===== src/hdl/bcpe_pkg.sv =====
// ---------------------------------------------------------------------------
// Bezier point evaluator package
// Shared coordinate types, fixed-point constants and command codes.
// ---------------------------------------------------------------------------
`default_nettype none

package bcpe_pkg;

  localparam int COORD_BITS     = 16;
  localparam int FRAC_BITS      = 16;
  localparam int T_BITS         = FRAC_BITS + 1;
  localparam int DEG_BITS       = 3;
  localparam int MAX_DEGREE_DEF = 7;

  localparam logic [T_BITS-1:0]   T_ONE     = T_BITS'(1) << FRAC_BITS;
  localparam logic [DEG_BITS-1:0] DEG_RESET = DEG_BITS'(3);

  typedef logic signed [COORD_BITS-1:0] coord_t;
  typedef coord_t [2:0] point_t;

  typedef enum logic {
    CMD_LOAD = 1'b0,
    CMD_EVAL = 1'b1
  } cmd_t;

endpackage

`default_nettype wire


===== src/hdl/bcpe_ram.sv =====
// ---------------------------------------------------------------------------
// Generic RAM
// Single write port and single read port with a registered read.
// ---------------------------------------------------------------------------
`default_nettype none

module bcpe_ram #(
  parameter int WIDTH = 48,
  parameter int DEPTH = 8
) (
  input  wire logic                     clk,
  input  wire logic                     we,
  input  wire logic [$clog2(DEPTH)-1:0] waddr,
  input  wire logic [WIDTH-1:0]         wdata,
  input  wire logic                     re,
  input  wire logic [$clog2(DEPTH)-1:0] raddr,
  output logic      [WIDTH-1:0]         rdata
);

  logic [WIDTH-1:0] mem_r [DEPTH];

  always_ff @(posedge clk) begin
    if (we) begin
      mem_r[waddr] <= wdata;
    end
    if (re) begin
      rdata <= mem_r[raddr];
    end
  end

endmodule

`default_nettype wire


===== src/hdl/bcpe_lerp_unit.sv =====
// ---------------------------------------------------------------------------
// Shared interpolation unit
// Three coordinate lanes computing a + floor(((b - a) * t + half) / one),
// with the product registered before the rounding add.
// ---------------------------------------------------------------------------
`default_nettype none

module bcpe_lerp_unit (
  input  wire logic                          clk,
  input  wire logic                          cap,
  input  wire bcpe_pkg::point_t              a_pt,
  input  wire bcpe_pkg::point_t              b_pt,
  input  wire logic [bcpe_pkg::T_BITS-1:0]   t_val,
  output bcpe_pkg::point_t                   res_pt
);

  import bcpe_pkg::*;

  localparam int DIFF_W = COORD_BITS + 1;
  localparam int PROD_W = DIFF_W + T_BITS + 1;
  localparam logic signed [PROD_W-1:0] HALF = PROD_W'(1) <<< (FRAC_BITS - 1);

  logic signed [PROD_W-1:0] prod_r   [3];
  logic signed [PROD_W-1:0] prod_nxt [3];
  point_t                   a_r;
  logic signed [DIFF_W-1:0] diff     [3];
  logic signed [T_BITS:0]   t_s;
  logic signed [PROD_W-1:0] rnd      [3];
  logic signed [PROD_W-1:0] quo      [3];

  always_comb begin
    t_s = $signed({1'b0, t_val});
    for (int c = 0; c < 3; c++) begin
      diff[c]     = DIFF_W'(b_pt[c]) - DIFF_W'(a_pt[c]);
      prod_nxt[c] = diff[c] * t_s;
      rnd[c]      = prod_r[c] + HALF;
      quo[c]      = rnd[c] >>> FRAC_BITS;
      res_pt[c]   = a_r[c] + coord_t'(quo[c][COORD_BITS-1:0]);
    end
  end

  always_ff @(posedge clk) begin
    if (cap) begin
      a_r <= a_pt;
      for (int c = 0; c < 3; c++) begin
        prod_r[c] <= prod_nxt[c];
      end
    end
  end

endmodule

`default_nettype wire


===== src/hdl/bezier_curve_point_eval.sv =====
// ---------------------------------------------------------------------------
// Bezier curve point evaluator
// Evaluates a three-dimensional Bezier curve by de Casteljau interpolation.
//
// A request on the in_ channel either loads one control point (in_command
// low) or evaluates the curve at in_param_t (in_command high, Q1.16, values
// above one are taken as one). A load gives no result; loads are accepted
// even while a finished point still waits on the out_ channel. An
// evaluation copies points 0..n from the point memory into a shift line and
// then runs n rounds of interpolation through one shared three-lane
// multiply unit, each interpolation in a multiply step and an add step and
// each round closed by a retire step. in_ready is low from the taken
// request until the result moves into the output register. The degree comes
// from cfg_wdata, written when cfg_we is high, and is limited to MAX_DEGREE.
// Reset sets the degree to three and empties the out_ channel; the point
// memory is not cleared. If the receiver stalls, the finished point waits
// in the sequencer until the output register is freed, and no new request
// is taken meanwhile.
// ---------------------------------------------------------------------------
`default_nettype none

module bezier_curve_point_eval #(
  parameter int MAX_DEGREE = bcpe_pkg::MAX_DEGREE_DEF
) (
  input  wire logic                            clk,
  input  wire logic                            rst_n,
  input  wire logic                            cfg_we,
  input  wire logic [bcpe_pkg::DEG_BITS-1:0]   cfg_wdata,
  input  wire logic                            in_valid,
  output logic                                 in_ready,
  input  wire logic                            in_command,
  input  wire logic [2:0]                      in_point_index,
  input  wire bcpe_pkg::coord_t                in_x,
  input  wire bcpe_pkg::coord_t                in_y,
  input  wire bcpe_pkg::coord_t                in_z,
  input  wire logic [bcpe_pkg::T_BITS-1:0]     in_param_t,
  output logic                                 out_valid,
  input  wire logic                            out_ready,
  output bcpe_pkg::coord_t                     out_x,
  output bcpe_pkg::coord_t                     out_y,
  output bcpe_pkg::coord_t                     out_z
);

  import bcpe_pkg::*;

  localparam int NPTS = MAX_DEGREE + 1;
  localparam int AW   = $clog2(NPTS);
  localparam logic [AW-1:0] MAX_N = AW'(MAX_DEGREE);

  typedef enum logic [2:0] {
    S_IDLE,
    S_READ,
    S_FILL,
    S_MUL,
    S_ADD,
    S_DROP,
    S_DONE
  } state_t;

  state_t              state_r, state_nxt;
  logic [DEG_BITS-1:0] cfg_deg_r, cfg_deg_nxt;
  logic [T_BITS-1:0]   t_r, t_nxt;
  logic [AW-1:0]       n_r, n_nxt;
  logic [AW-1:0]       rd_addr_r, rd_addr_nxt;
  logic                fill_vld_r, fill_vld_nxt;
  logic [AW-1:0]       fill_pos_r, fill_pos_nxt;
  logic [AW-1:0]       r_r, r_nxt;
  logic [AW-1:0]       i_r, i_nxt;
  logic                out_valid_r, out_valid_nxt;
  point_t              out_pt_r, out_pt_nxt;
  point_t              w_r   [NPTS];
  point_t              w_nxt [NPTS];

  logic        in_acc;
  logic        idx_ok;
  logic        ram_we;
  point_t      ld_pt;
  point_t      ram_rdata;
  point_t      lerp_res;
  logic [AW-1:0] deg_sat;

  assign in_ready  = (state_r == S_IDLE);
  assign in_acc    = in_valid && in_ready;
  assign idx_ok    = (32'(in_point_index) <= MAX_DEGREE);
  assign ram_we    = in_acc && (in_command == CMD_LOAD) && idx_ok;
  assign out_valid = out_valid_r;
  assign out_x     = out_pt_r[0];
  assign out_y     = out_pt_r[1];
  assign out_z     = out_pt_r[2];

  always_comb begin
    ld_pt[0] = in_x;
    ld_pt[1] = in_y;
    ld_pt[2] = in_z;
  end

  always_comb begin
    if (32'(cfg_deg_r) > MAX_DEGREE) begin
      deg_sat = MAX_N;
    end else begin
      deg_sat = AW'(cfg_deg_r);
    end
  end

  bcpe_ram #(
    .WIDTH ($bits(point_t)),
    .DEPTH (NPTS)
  ) u_points (
    .clk   (clk),
    .we    (ram_we),
    .waddr (AW'(in_point_index)),
    .wdata (ld_pt),
    .re    (state_r == S_READ),
    .raddr (rd_addr_r),
    .rdata (ram_rdata)
  );

  bcpe_lerp_unit u_lerp (
    .clk    (clk),
    .cap    (state_r == S_MUL),
    .a_pt   (w_r[0]),
    .b_pt   (w_r[1]),
    .t_val  (t_r),
    .res_pt (lerp_res)
  );

  always_comb begin
    state_nxt     = state_r;
    cfg_deg_nxt   = cfg_deg_r;
    t_nxt         = t_r;
    n_nxt         = n_r;
    rd_addr_nxt   = rd_addr_r;
    fill_vld_nxt  = 1'b0;
    fill_pos_nxt  = rd_addr_r;
    r_nxt         = r_r;
    i_nxt         = i_r;
    out_valid_nxt = out_valid_r;
    out_pt_nxt    = out_pt_r;

    if (cfg_we) begin
      cfg_deg_nxt = cfg_wdata;
    end
    if (out_valid_r && out_ready) begin
      out_valid_nxt = 1'b0;
    end

    case (state_r)
      S_IDLE: begin
        if (in_acc && (in_command == CMD_EVAL)) begin
          t_nxt       = (in_param_t > T_ONE) ? T_ONE : in_param_t;
          n_nxt       = deg_sat;
          rd_addr_nxt = '0;
          state_nxt   = S_READ;
        end
      end
      S_READ: begin
        fill_vld_nxt = 1'b1;
        if (rd_addr_r == n_r) begin
          state_nxt = S_FILL;
        end else begin
          rd_addr_nxt = rd_addr_r + 1'b1;
        end
      end
      S_FILL: begin
        r_nxt = n_r;
        i_nxt = '0;
        if (n_r == '0) begin
          state_nxt = S_DONE;
        end else begin
          state_nxt = S_MUL;
        end
      end
      S_MUL: begin
        state_nxt = S_ADD;
      end
      S_ADD: begin
        i_nxt = i_r + 1'b1;
        if (i_r == AW'(r_r - 1'b1)) begin
          state_nxt = S_DROP;
        end else begin
          state_nxt = S_MUL;
        end
      end
      S_DROP: begin
        r_nxt = r_r - 1'b1;
        i_nxt = '0;
        if (r_r == AW'(1)) begin
          state_nxt = S_DONE;
        end else begin
          state_nxt = S_MUL;
        end
      end
      S_DONE: begin
        if (!out_valid_r || out_ready) begin
          out_pt_nxt    = w_r[0];
          out_valid_nxt = 1'b1;
          state_nxt     = S_IDLE;
        end
      end
      default: begin
        state_nxt = S_IDLE;
      end
    endcase
  end

  always_ff @(posedge clk) begin
    if (!rst_n) begin
      state_r     <= S_IDLE;
      cfg_deg_r   <= DEG_RESET;
      fill_vld_r  <= 1'b0;
      out_valid_r <= 1'b0;
    end else begin
      state_r     <= state_nxt;
      cfg_deg_r   <= cfg_deg_nxt;
      fill_vld_r  <= fill_vld_nxt;
      out_valid_r <= out_valid_nxt;
    end
    t_r        <= t_nxt;
    n_r        <= n_nxt;
    rd_addr_r  <= rd_addr_nxt;
    fill_pos_r <= fill_pos_nxt;
    r_r        <= r_nxt;
    i_r        <= i_nxt;
    out_pt_r   <= out_pt_nxt;
  end

  // The work line is a queue: each interpolation pops the head and appends
  // its result behind the live entries; the retire step pops the last one.
  always_comb begin
    for (int k = 0; k < NPTS; k++) begin
      w_nxt[k] = w_r[k];
    end
    if (fill_vld_r) begin
      for (int k = 0; k < NPTS; k++) begin
        if (AW'(k) == fill_pos_r) begin
          w_nxt[k] = ram_rdata;
        end
      end
    end
    if ((state_r == S_ADD) || (state_r == S_DROP)) begin
      for (int k = 0; k < NPTS - 1; k++) begin
        w_nxt[k] = w_r[k + 1];
      end
    end
    if (state_r == S_ADD) begin
      for (int k = 0; k < NPTS; k++) begin
        if (AW'(k) == r_r) begin
          w_nxt[k] = lerp_res;
        end
      end
    end
  end

  always_ff @(posedge clk) begin
    for (int k = 0; k < NPTS; k++) begin
      w_r[k] <= w_nxt[k];
    end
  end

  a_step_in_round: assert property (@(posedge clk) disable iff (!rst_n)
    (state_r == S_ADD) |-> (i_r < r_r))
    else $error("interpolation step beyond the live entries of the round");

  a_round_bounds: assert property (@(posedge clk) disable iff (!rst_n)
    ((state_r == S_MUL) || (state_r == S_DROP)) |-> ((r_r != '0) && (r_r <= n_r)))
    else $error("round counter outside the curve degree");

  a_result_from_done: assert property (@(posedge clk) disable iff (!rst_n)
    $rose(out_valid_r) |-> $past(state_r == S_DONE))
    else $error("result presented without a finished evaluation");

  a_load_only_idle: assert property (@(posedge clk) disable iff (!rst_n)
    ram_we |-> (state_r == S_IDLE))
    else $error("control point written during an evaluation");

endmodule

`default_nettype wire


===== config.mk =====
export PLATFORM = sky130hd
export DESIGN_NAME = bezier_curve_point_eval
export DESIGN_NICKNAME = d
export VERILOG_FILES = /design/src/hdl/bcpe_pkg.sv /design/src/hdl/bcpe_ram.sv /design/src/hdl/bcpe_lerp_unit.sv /design/src/hdl/bezier_curve_point_eval.sv
export SDC_FILE = /design/constraint.sdc
export NUM_CORES = 2
export LEC_CHECK = 0
export ABC_CLOCK_PERIOD_IN_PS = 14400
export BUFFER_PORTS_ARGS = -buffer_cell sky130_fd_sc_hd__buf_4
export CORE_MARGIN = 3
export CORE_UTILIZATION = 51
export DETAILED_ROUTE_END_ITERATION = 7
export PLACE_DENSITY = 0.67
export SETUP_SLACK_MARGIN = 0.4
export SLEW_MARGIN = 20
export SYNTH_ARGS = -nofsm -noshare
export SYNTH_HDL_FRONTEND = slang
export SYNTH_SLANG_ARGS = --single-unit

===== constraint.sdc =====
create_clock -name clk -period 14.4 [get_ports clk]
set_input_delay 0.72 -clock clk [delete_from_list [all_inputs] [get_ports clk]]
set_output_delay 0.72 -clock clk [all_outputs]
set_load 0.1 [all_outputs]

==> results_dict.tcl <==
set metrics [dict create \
    fin_cells 9006 \
    worst_pin_slew_ns 1.11 \
    yosys.area.top_type "edfxtp_1" \
    clock-sinks 1003 \
    initial_utilization_pct 51.4 \
    cts.repair.resized 0 \
    synth_compound_area_share_pct 8.22 \
    drtIter0Drc 3184 \
    htreeDepth 3 \
    yosys.area_share.simple_pct 11.9 \
    yosys-top-cells-count "inv_1, nand2_1, fa_1" \
    track_usage_pct 24.5 \
    rsz0062_at_grt "false" \
    hold_viol_final 0 \
    fin_setup_tns_ns 0 \
    reg2reg_slack_ns 6.11 \
    cpPeakStageDelay_ns 0.52 \
    stdcell_area_um2 79100 \
    setup.worst_path.class "register to register" \
    cts_root_buf "clkbuf_16" \
    vias 50000 \
    ys_ff_latch 1003 \
    portBuffers 126 \
    cts_hold_buf 0 \
    grt_start_max_net_pins 127 \
    critPathArrivalTime_ns 8.79 \
    ys_seq_area_share_pct 35.9 \
    muxShareOfSynthArea_pct 8.86 \
    drc 0 \
    ys_warn_count 0 \
    critPathMaxFanout 17 \
    finClkSkew_ns 0.0693 \
    crit_path_start_kind "register" \
    period_share_pct 57.5 \
    r2r_cells 30 \
    async_flop_share_pct 0 \
    insertion_delay_ns 0.74 \
    dpl_cell_area_um2 75600 \
    hold_class "primary input to register" \
    syn_avg_cell_area_um2 10.3 \
    slowest_stage "fa_1" \
    end_kind "register" \
    status "complete, no violations" \
    final.fill_count 12100 \
    synth-edff-count 608 \
    cts_tree "yes" \
    die_y_um 384 \
    hold_depth 1 \
    ys_top_cells_by_area "edfxtp_1, fa_1, dfxtp_1, ha_1, mux2i_1" \
    post-route-min-period_ns 8.29 \
    setup_violations 0 \
    synthAdderAreaFrac_pct 25.8 \
    cts_buffer_depth 3 \
    dp_cells 8805 \
    clkTransAtPathRegs_ns 0.06 \
    syn-cell-area_um2 72900 \
    io_pins 127 \
    drive_above_1_share_pct 9.01 \
    post_cts_buffers 0 \
    cts-buffers-inserted 107 \
    gp_congestion 0.888 \
    final_antenna_net_count 0 \
    antenna_cells 0 \
    dieArea_um2 147000 \
    grt_pass1_vias 51000 \
    wl_um 179000 \
    row_count 138 \
    avgViaCountPerCell 5.55 \
    slew_headroom_pct 25.9 \
    syn_nets 8275 \
    coreArea_um2 142000 \
    hpwl_um 121000 \
    synth_largest_type_area_fraction_pct 25.1 \
    syn-instance-count 7102 \
    cp_common_cell "fa_1" \
    synth_top_family_by_area "adder cells" \
    syn_to_final_growth_pct 8.54 \
    finalMaxSlewViolations 0 \
    dr.pass1.iters 5 \
    synthDistinctLibCells 76 \
    post_drt_wl_per_cell_um 19.9 \
    grt-ovfl-total 0 \
    regArea_um2 26200 \
    grt_first_pass_wirelength_um 285000 \
    cap_violations 0 \
    die_x_um 384 \
    final_nets 8197 \
    multi_input_area_um2 41800 \
    antenna_found_initial 5 \
    yosysMostFrequentCell "inv_1" \
    critical_path_required_ns 14.90 \
    yosys_most_used_dff "edfxtp_1" \
    yosys.area_share.xor_xnor_pct 2.31 \
    max_freq_ghz 0.121 \
]
## path summary, 6_finish.rpt
kind | from | endpoint
setup / recovery | w_r[0][34] | u_lerp.prod_r[0][101]
hold / removal | in_x[13] | u_points.mem_r[4][13]
setup reg to reg | w_r[0][34] | u_lerp.prod_r[0][101]
hold reg to reg | w_r[0][31] | out_y[15]
## final cells by class
cell class	count	share of cell area, %
clock inverters	53	0.686
well taps	1890	2.99
inverters	935	4.44
multi-input cells	4745	52.8
clock buffers	148	3.76
repair buffers	232	2.22
flip-flops and latches	1003	33.1
## cells by family (layout without fill, tap and decap cells)
family / after synthesis / after routing
and+or+nand+nor: 1909 / 1909
adders and majority gates: 1096 / 1096
xor gates and xnor gates: 188 / 188
DFF: 1003 / 1003
muxes: 517 / 517
buffers and inverters: 1354 / 1368
AOI/OAI and AO/OA: 1035 / 1035
## state kept, by name, indices dropped and copies added, names as in the netlist
name / flops
u_points.mem_r: 384
w_r: 384
u_lerp.prod_r: 51
u_lerp.a_r: 48
u_points.rdata: 48
t_r: 17
out_x: 16
out_y: 16
out_z: 16
cfg_deg_r: 3
fill_pos_nxt: 3
fill_pos_r: 3
i_r: 3
n_r: 3
r_r: 3
state_r: 3
fill_vld_r: 1
out_valid: 1
## layout by cell type, fill, tap and decap left out, types with 31 or more instances in the layout
| cell type | synthesis | routed |
|---|---|---|
| mux2i_1 | 359 | 359 |
| edfxtp_1 | 608 | 608 |
| ha_1 | 421 | 421 |
| or2_2 | 32 | 32 |
| clkbuf_16 | 0 | 109 |
| nor2_1 | 398 | 386 |
| dfxtp_1 | 395 | 395 |
| nand3_1 | 41 | 40 |
| mux4_2 | 96 | 96 |
| and2_1 | 312 | 312 |
| xnor2_1 | 136 | 136 |
| xor2_1 | 48 | 47 |
| buf_4 | 3 | 229 |
| nor3_1 | 45 | 37 |
| fa_1 | 675 | 675 |
| a21o_1 | 31 | 31 |
| nand2_1 | 872 | 870 |
| o21ai_0 | 427 | 427 |
| inv_1 | 934 | 932 |
| o211ai_1 | 116 | 116 |
| a21oi_1 | 334 | 332 |
| nor2b_1 | 114 | 113 |
| mux2_2 | 62 | 62 |
## critical path: cells and delay by family (launching register included)
| family | cells | cell delay (ns) |
|---|---|---|
| and+or+nand+nor | 5 | 0.85 |
| DFF | 1 | 0.36 |
| AOI/OAI and AO/OA | 10 | 2.56 |
| xor gates and xnor gates | 2 | 0.26 |
| adders and majority gates | 8 | 3.58 |
| buffers and inverters | 5 | 0.45 |
## stage by stage
stage | util (%) | setup slack, ns | hold WS [ns]
floorplan | - | 5.88 | 0.346
global placement | 53.3 | 6.31 | 0.432
detailed placement | 53.3 | 6.13 | 0.440
CTS | 55.8 | 6.12 | 0.148
global route | 55.8 | 5.63 | 0.180
finish | 55.8 | 6.11 | 0.206
## per-layer routing
metal / GRT usage, % / wire length, um
met5: 0 / 17
met4: 6.35 / 4110
met3: 2.91 / 8610
met2: 42.2 / 89100
met1: 32.8 / 77100
Power is left out: the tool's default activity adds up to more than one toggle a clock period on the data nets, which glitch-free logic cannot reach.
